### config.mk
export PLATFORM = sky130hd
export DESIGN_NAME = sequential_list_engine
export DESIGN_NICKNAME = d
export VERILOG_FILES = /design/src/hdl/sle_pkg.sv /design/src/hdl/sle_cell.sv /design/src/hdl/sequential_list_engine.sv
export VERILOG_INCLUDE_DIRS = /design/src /design/src/hdl
export SDC_FILE = /design/constraint.sdc
export NUM_CORES = 2
export LEC_CHECK = 0
export BUFFER_PORTS_ARGS = -buffer_cell sky130_fd_sc_hd__buf_2
export CAP_MARGIN = 15
export CORE_MARGIN = 2
export CORE_UTILIZATION = 38
export DETAILED_ROUTE_END_ITERATION = 10
export GPL_TIMING_DRIVEN = 0
export PLACE_DENSITY_LB_ADDON = 0.05
export SLEW_MARGIN = 20
export SYNTH_ARGS = -nofsm -noshare
export SYNTH_HDL_FRONTEND = slang
export SYNTH_HIERARCHICAL = 1
export SYNTH_SLANG_ARGS = --single-unit
### constraint.sdc
create_clock -name clock -period 13.5 [get_ports clock]
set_clock_uncertainty 0.15 [all_clocks]
set_input_delay 0 -clock clock [delete_from_list [all_inputs] [get_ports clock]]
set_output_delay 0 -clock clock [all_outputs]
set_load 0.01 [all_outputs]
### src/hdl/sequential_list_engine_defines.svh
// Assertion macros for the sequential list engine.
// No dependencies; included by the top level.
`ifndef SEQUENTIAL_LIST_ENGINE_DEFINES_SVH
`define SEQUENTIAL_LIST_ENGINE_DEFINES_SVH

// Check that cond holds in the same cycle as trig.
`define SLE_ASSERT_SAME(lbl, clk, rst, trig, cond) \
   lbl: assert property (@(posedge clk) disable iff (rst) (trig) |-> (cond)) \
      else $error("sle assertion failed");

// Check that cond holds in the cycle after trig.
`define SLE_ASSERT_NEXT(lbl, clk, rst, trig, cond) \
   lbl: assert property (@(posedge clk) disable iff (rst) (trig) |=> (cond)) \
      else $error("sle assertion failed");

`endif

### src/hdl/sle_pkg.sv
// Shared types and constants of the sequential list engine.
// No dependencies.
package sle_pkg;

   localparam int unsigned VALUE_W = 32;
   localparam int unsigned POS_W   = 5;
   localparam int unsigned COUNT_W = 5;
   localparam int unsigned FOUND_W = 4;
   localparam int unsigned STAT_W  = 2;
   localparam int unsigned MAX_CNT = 31;
   localparam logic [4:0]  LIMIT_RESET = 5'd16;
   localparam logic [31:0] READ_FAIL   = 32'hFFFF_FFFF;

   typedef enum logic [1:0] {
      OP_INSERT   = 2'd0,
      OP_DELETE   = 2'd1,
      OP_LOCATE   = 2'd2,
      OP_RETRIEVE = 2'd3
   } op_type;

   typedef enum logic [1:0] {
      ST_OK        = 2'd0,
      ST_OVERFLOW  = 2'd1,
      ST_NOT_EXIST = 2'd2
   } status_type;

   typedef struct packed {
      logic               do_insert;
      logic               do_delete;
      logic [POS_W-1:0]   pos;
      logic [COUNT_W-1:0] count;
      logic [VALUE_W-1:0] value;
   } cell_cmd_type;

endpackage

### src/hdl/sle_cell.sv
// One list entry of the cell chain: holds a value, shifts with its neighbors.
// Depends on sle_pkg.
module sle_cell #(
   parameter int unsigned INDEX = 0
) (
   input  logic                           clock,
   input  sle_pkg::cell_cmd_type          cmd,
   input  logic [sle_pkg::VALUE_W-1:0]    left_value,
   input  logic [sle_pkg::VALUE_W-1:0]    right_value,
   input  logic [sle_pkg::VALUE_W-1:0]    cmp_value,
   output logic [sle_pkg::VALUE_W-1:0]    value,
   output logic                           match
);

   logic [sle_pkg::VALUE_W-1:0] value_ff;
   logic [sle_pkg::VALUE_W-1:0] value_in;
   logic [31:0]                 pos_x;
   logic [31:0]                 count_x;

   assign pos_x   = 32'(cmd.pos);
   assign count_x = 32'(cmd.count);

   always_comb begin
      value_in = value_ff;
      if (cmd.do_insert) begin
         if (INDEX == pos_x) begin
            value_in = cmd.value;
         end else if (INDEX > pos_x && INDEX <= count_x) begin
            value_in = left_value;
         end
      end else if (cmd.do_delete) begin
         if (INDEX >= pos_x && INDEX + 1 < count_x) begin
            value_in = right_value;
         end
      end
   end

   always_ff @(posedge clock) begin
      value_ff <= value_in;
   end

   assign value = value_ff;
   assign match = (value_ff == cmp_value) && (INDEX < count_x);

endmodule

### src/hdl/sequential_list_engine.sv
// Results are registered; no new request is accepted while busy is high, i.e. while a request is in flight.
// Insert and delete shift the entries from the position onward at once through the cell chain at the accepting edge;
// locate and retrieve resolve in the following cycle (match priority pick and read select).
// Synchronous reset empties the list and sets capacity_limit to 16; entry data is not cleared.
// Results cannot be stalled: rsp_valid marks each result for exactly one cycle.
// Depends on sle_pkg, sle_cell and sequential_list_engine_defines.svh.
`include "sequential_list_engine_defines.svh"
module sequential_list_engine #(
   parameter int unsigned CAPACITY = 16
) (
   input  logic                               clock,
   input  logic                               reset,
   input  logic                               start,
   output logic                               busy,
   input  logic [1:0]                         req_operation,
   input  logic [sle_pkg::POS_W-1:0]          req_position,
   input  logic signed [sle_pkg::VALUE_W-1:0] req_item_value,
   output logic                               rsp_valid,
   output logic [sle_pkg::STAT_W-1:0]         rsp_status,
   output logic [sle_pkg::FOUND_W-1:0]        rsp_found_index,
   output logic signed [sle_pkg::VALUE_W-1:0] rsp_read_value,
   output logic [sle_pkg::COUNT_W-1:0]        rsp_entry_count,
   input  logic                               csr_valid,
   output logic                               csr_ready,
   input  logic [sle_pkg::COUNT_W-1:0]        csr_capacity_limit
);

   localparam int unsigned CAP_SAT = (CAPACITY > sle_pkg::MAX_CNT) ? sle_pkg::MAX_CNT : CAPACITY;
   localparam int unsigned SRCH    = CAP_SAT;
   localparam logic [sle_pkg::COUNT_W-1:0] CAP_LIM = sle_pkg::COUNT_W'(CAP_SAT);

   logic                           phase_ff;
   logic [sle_pkg::COUNT_W-1:0]    limit_ff;
   logic [sle_pkg::COUNT_W-1:0]    count_ff;
   logic [sle_pkg::COUNT_W-1:0]    count_in;
   sle_pkg::op_type                op_ff;
   logic [sle_pkg::POS_W-1:0]      pos_ff;
   logic [sle_pkg::VALUE_W-1:0]    val_ff;
   sle_pkg::status_type            mod_status_ff;
   sle_pkg::status_type            mod_status;

   logic                           rsp_valid_ff;
   sle_pkg::status_type            rsp_status_ff;
   logic [sle_pkg::FOUND_W-1:0]    rsp_found_ff;
   logic [sle_pkg::VALUE_W-1:0]    rsp_read_ff;
   logic [sle_pkg::COUNT_W-1:0]    rsp_count_ff;

   sle_pkg::status_type            fin_status;
   logic [sle_pkg::FOUND_W-1:0]    fin_found;
   logic [sle_pkg::VALUE_W-1:0]    fin_read;

   logic                           accept;
   sle_pkg::op_type                req_op;
   logic [sle_pkg::COUNT_W-1:0]    eff_limit;
   logic [sle_pkg::POS_W-1:0]      pos_eff;
   sle_pkg::cell_cmd_type          cmd;

   logic [sle_pkg::VALUE_W-1:0]    cell_value [CAPACITY];
   logic [CAPACITY-1:0]            cell_match;

   logic                           hit;
   logic [sle_pkg::FOUND_W-1:0]    hit_idx;
   logic [sle_pkg::VALUE_W-1:0]    sel_value;

   assign busy      = phase_ff;
   assign csr_ready = 1'b1;
   assign accept    = start && !phase_ff;
   assign req_op    = sle_pkg::op_type'(req_operation);
   assign eff_limit = (limit_ff > CAP_LIM) ? CAP_LIM : limit_ff;
   assign pos_eff   = (count_ff == '0) ? '0 : req_position;

   always_comb begin
      mod_status = sle_pkg::ST_OK;
      unique case (req_op)
         sle_pkg::OP_INSERT: begin
            if (count_ff >= eff_limit) begin
               mod_status = sle_pkg::ST_OVERFLOW;
            end else if (count_ff != '0 && req_position > count_ff) begin
               mod_status = sle_pkg::ST_NOT_EXIST;
            end
         end
         sle_pkg::OP_DELETE: begin
            if (req_position >= count_ff) begin
               mod_status = sle_pkg::ST_NOT_EXIST;
            end
         end
         default: begin
            mod_status = sle_pkg::ST_OK;
         end
      endcase
   end

   always_comb begin
      cmd.do_insert = accept && req_op == sle_pkg::OP_INSERT && mod_status == sle_pkg::ST_OK;
      cmd.do_delete = accept && req_op == sle_pkg::OP_DELETE && mod_status == sle_pkg::ST_OK;
      cmd.pos       = pos_eff;
      cmd.count     = count_ff;
      cmd.value     = req_item_value;
      count_in      = count_ff;
      if (cmd.do_insert) begin
         count_in = count_ff + 1'b1;
      end else if (cmd.do_delete) begin
         count_in = count_ff - 1'b1;
      end
   end

   for (genvar g = 0; g < CAPACITY; g++) begin : g_cell
      logic [sle_pkg::VALUE_W-1:0] left_v;
      logic [sle_pkg::VALUE_W-1:0] right_v;
      if (g == 0) begin : g_first
         assign left_v = req_item_value;
      end else begin : g_left
         assign left_v = cell_value[g-1];
      end
      if (g == CAPACITY - 1) begin : g_last
         assign right_v = req_item_value;
      end else begin : g_right
         assign right_v = cell_value[g+1];
      end
      sle_cell #(.INDEX(g)) u_cell (
         .clock       (clock),
         .cmd         (cmd),
         .left_value  (left_v),
         .right_value (right_v),
         .cmp_value   (val_ff),
         .value       (cell_value[g]),
         .match       (cell_match[g])
      );
   end

   always_comb begin
      hit       = 1'b0;
      hit_idx   = '0;
      sel_value = '0;
      for (int i = SRCH - 1; i >= 0; i--) begin
         if (cell_match[i]) begin
            hit     = 1'b1;
            hit_idx = sle_pkg::FOUND_W'(i);
         end
         if (32'(pos_ff) == 32'(i)) begin
            sel_value = cell_value[i];
         end
      end
   end

   always_comb begin
      fin_status = mod_status_ff;
      fin_found  = '0;
      fin_read   = '0;
      case (op_ff)
         sle_pkg::OP_LOCATE: begin
            fin_status = hit ? sle_pkg::ST_OK : sle_pkg::ST_NOT_EXIST;
            fin_found  = hit ? hit_idx : '0;
         end
         sle_pkg::OP_RETRIEVE: begin
            if (pos_ff < count_ff) begin
               fin_status = sle_pkg::ST_OK;
               fin_read   = sel_value;
            end else begin
               fin_status = sle_pkg::ST_NOT_EXIST;
               fin_read   = sle_pkg::READ_FAIL;
            end
         end
         default: begin
            fin_status = mod_status_ff;
         end
      endcase
   end

   always_ff @(posedge clock) begin
      if (reset) begin
         phase_ff     <= 1'b0;
         limit_ff     <= sle_pkg::LIMIT_RESET;
         count_ff     <= '0;
         rsp_valid_ff <= 1'b0;
      end else begin
         phase_ff     <= accept;
         count_ff     <= count_in;
         rsp_valid_ff <= phase_ff;
         if (csr_valid && csr_ready) begin
            limit_ff <= csr_capacity_limit;
         end
      end
   end

   always_ff @(posedge clock) begin
      if (accept) begin
         op_ff         <= req_op;
         pos_ff        <= req_position;
         val_ff        <= req_item_value;
         mod_status_ff <= mod_status;
      end
      if (phase_ff) begin
         rsp_status_ff <= fin_status;
         rsp_found_ff  <= fin_found;
         rsp_read_ff   <= fin_read;
         rsp_count_ff  <= count_ff;
      end
   end

   assign rsp_valid       = rsp_valid_ff;
   assign rsp_status      = rsp_status_ff;
   assign rsp_found_index = rsp_found_ff;
   assign rsp_read_value  = rsp_read_ff;
   assign rsp_entry_count = rsp_count_ff;

   `SLE_ASSERT_NEXT(a_accept_busy, clock, reset, accept, busy)
   `SLE_ASSERT_NEXT(a_busy_result, clock, reset, busy, rsp_valid)
   `SLE_ASSERT_SAME(a_result_idle, clock, reset, rsp_valid, !busy)
   `SLE_ASSERT_SAME(a_count_cap, clock, reset, 1'b1, count_ff <= CAP_LIM)

endmodule
==> results.json <==
{
  "final-hold-violation-count": 0,
  "met1_usage_pct": 47.81,
  "cts_resized": 0,
  "yosysSeqAreaShare_pct": 44.22,
  "peakVddDrop_uv": 92.50,
  "clock-sinks": 608,
  "critPathCapture": "g_cell[9].u_cell/value[19]$_DFFE_PP_",
  "grt_pass1_vias": 34359,
  "timing.max_cap.violations": 0,
  "grt_remaining_overflow": 0,
  "critical_path_peak_fanout": 23,
  "syn_area_per_cell_um2": 10.06,
  "gp_congestion": 1.054,
  "cts.reportedPaths.clkPinSlew_ps": 60,
  "status": "completed",
  "period_share_pct": 49.11,
  "layout-drive-gt1-share_pct": 9.490,
  "vias": 36035,
  "dr.pass1.iters": 8,
  "yosys.area.top_type": "edfxtp_1",
  "cp_data_arrival_time_ps": 6840,
  "vias_per_cell": 6.160,
  "port-buffer-count": 91,
  "crit_start": "count_ff[2]$_SDFFE_PP0P_",
  "critPathKind": "register to register",
  "synth-seq-cells": 608,
  "dieArea_um2": 110600,
  "drt_drc_violations_left": 0,
  "antenna_found_initial": 2,
  "rsz0062_at_grt": "false",
  "worstSetupEndpointType": "register",
  "diodes": 0,
  "initial_utilization_pct": 38.31,
  "drt-initial-drc-count": 4635,
  "fmax_ghz": 0.1508,
  "cts_made_buffers": 80,
  "synth_edf_count": 596,
  "netlist.area_leader.share_pct": 43.64,
  "min-delay-start": "req_operation[0]",
  "worst-r2r-cell-count": 19,
  "drt_wl_total_mm": 213.2,
  "grt_pass1_wl_mm": 286.9,
  "post_drt_wl_per_cell_um": 36.45,
  "slew_viol_final": 0,
  "use_met2_pct": 58.79,
  "syn_area_um2": 41020,
  "synth_cell_types": 88,
  "worst_pin_slew_ps": 1334,
  "cts_root_buffer": "clkbuf_16",
  "r2r_slack_ps": 6870,
  "cts_tree": "built",
  "finalCriticalPeriod_ps": 6630,
  "p_total_mw": 5.490,
  "busiest_layer": "met2",
  "place_inst": 5629,
  "ant_nets": 0,
  "yosys_warnings": 6,
  "min_path_type": "input pin to register",
  "coreArea_um2": 107100,
  "die_w_um": 332.5,
  "htreeDepth": 3,
  "clock_latency_ps": 670,
  "synth_flop_cell": "edfxtp_1",
  "reg2reg_to": "g_cell[9].u_cell/value[19]$_DFFE_PP_",
  "cp-start-kind": "register",
  "clk_path_buf_depth": 3,
  "netlist_top_cells_area": "edfxtp_1, mux2i_1, a21oi_1",
  "use_met3_pct": 6.174,
  "slew_headroom_pct": 10.23,
  "num_rows": 120,
  "synth_nets": 4142,
  "syn_inst": 4076,
  "ys_async_sr_fraction_pct": 0,
  "synthToLayoutAreaGrowth_pct": 16.27,
  "fp.dieH_um": 332.5,
  "worstPathRequired_ps": 13710,
  "io_pins": 94,
  "instances_no_fill": 5850,
  "gr-usage-all-layers_pct": 37.49,
  "nNetsFinal": 4450,
  "reg2reg_from": "count_ff[2]$_SDFFE_PP0P_",
  "power.density_nw_per_um2": 115.1,
  "p_leak_nw": 17.57,
  "dp_hpwl_mm": 168.9,
  "grt_max_degree": 47,
  "finalSetupViolCount": 0
}
## cell families (layout without fill, tap and decap cells)
kind of cell	count (synthesis)	in the layout	synth area share [%]
compound gates	1037	1037	14.76
xor+xnor	516	516	11.02
fa+ha+maj	21	21	0.6406
buf+inv	282	653	4.018
flops	608	608	44.22
mux	519	519	12.67
other cells	1	1	0.009143
simple gates	1092	1092	12.66
## routing by layer
metal	up-vias	part of all wire, %
met4	2	8.2
met5	-	0.0061
met3	517	7.5
met1	17610	40
met2	2103	45
li1	15803	-
## sequential cells by signal (all words and copies together) (netlist names), 4 cells and up
name,cells
g_cell.u_cell/value,512
rsp_read_value,32
count_ff,5
val_ff,32
limit_ff,5
pos_ff,5
rsp_found_index,4
rsp_entry_count,5
## cell type report
type                            instances  area, um^2
Tap cell                             1403        1755
Fill cell                           10587       59360
Buffer                                243        1501
Multi-Input combinational cell       3186       21410
Clock buffer                           91        2064
Clock inverter                         54       430.4
Timing Repair Buffer                  226        2222
Inverter                               39       151.4
Sequential cell                       608       18150
## where the power goes
part / internal [mW] / total [mW] / switching [mW]
clock: 1.20 / 2.11 / 0.916
combinational: 0.394 / 1.11 / 0.720
sequential: 2.14 / 2.26 / 0.119
## placed cells by master, fill, tap and decap left out, drive strengths merged, types with 9 or more instances in the layout
master	n
mux2i	519
nand2b	20
nand2	141
nor3	45
a21o	13
ha	17
o21ai	90
nor4	113
nor2	614
dlygate4sd3	69
a222oi	17
edfxtp	596
xor2	367
xnor2	149
nand4	55
a211oi	12
a21oi	650
or3	9
nand3	36
nor2b	15
dfxtp	12
buf	263
clkinv	38
clkbuf	228
a221oi	44
a31oi	26
inv	44
a22oi	54
o22ai	37
o21a	16
a221o	14
## through the flow
stage	utilization, %	instance area (um^2)	setup WS, ps	TNS [ps]	hold slack [ps]
finish	44.55	47690	6870	0	44.19
global route	44.55	47690	6632	0	70.22
CTS	44.44	47570	6966	0	10.61
detailed placement	41.46	44390	6968	0	52.79
global placement	40.38	43230	-2782	-88690	50.92
floorplan	-	41020	3940	0	-51.13
## worst max-delay path, stage by stage (launching register included)
cell and delay (ps):
dfxtp_2 670, buf_12 260, inv_1 90, ha_1 290
a21o_1 190, a21o_1 170, a221oi_1 730, a211oi_1 110
a2111o_1 430, buf_6 150, nand2b_1 240, inv_4 310
clkbuf_1 640, nor2_1 130, a2111oi_2 520, buf_2 300
buf_2 250, buf_2 220, buf_2 210, buf_2 220
## timing repair
action                    in CTS  in global routing
setup buffers                  0                  0
hold endpoints to repair     609                  0
hold buffers                  69                  0
## how the worst min path moves through the flow
stage	endpoint	slack [ps]	cells after the start
2_1_floorplan	op_ff[0]$_DFFE_PP_	-50	0
3_3_place_gp	pos_ff[0]$_DFFE_PP_	50	1
3_5_place_dp	pos_ff[0]$_DFFE_PP_	50	1
4_1_cts	mod_status_ff[0]$_DFFE_PP_	10	3
5_1_grt	mod_status_ff[0]$_DFFE_PP_	70	3
6_report	mod_status_ff[0]$_DFFE_PP_	40	3
## Yosys cell counts, drive strengths merged, types with 3 or more instances
library cell	n
and2b	4
nand3	36
a41oi	6
nand3b	4
o211ai	8
ha	17
buf	106
dfxtp	12
nor2	614
edfxtp	596
a211oi	12
o221ai	8
a2111oi	5
a222oi	17
and2	7
nor2b	15
o31ai	7
nor3	45
nand2b	20
o22ai	37
o21a	16
nor3b	5
a21o	13
o2bb2ai	4
and3	5
a22oi	54
clkbuf	137
a221oi	44
xor2	367
a221o	14
a21oi	650
a31oi	26
xnor2	149
nand2	141
a22o	8
nand4	55
maj3	3
o21ai	90
mux2i	519
nor4	113
inv	37
or4	6
or3	9
Note: power is estimated with default switching activity, not from simulation.
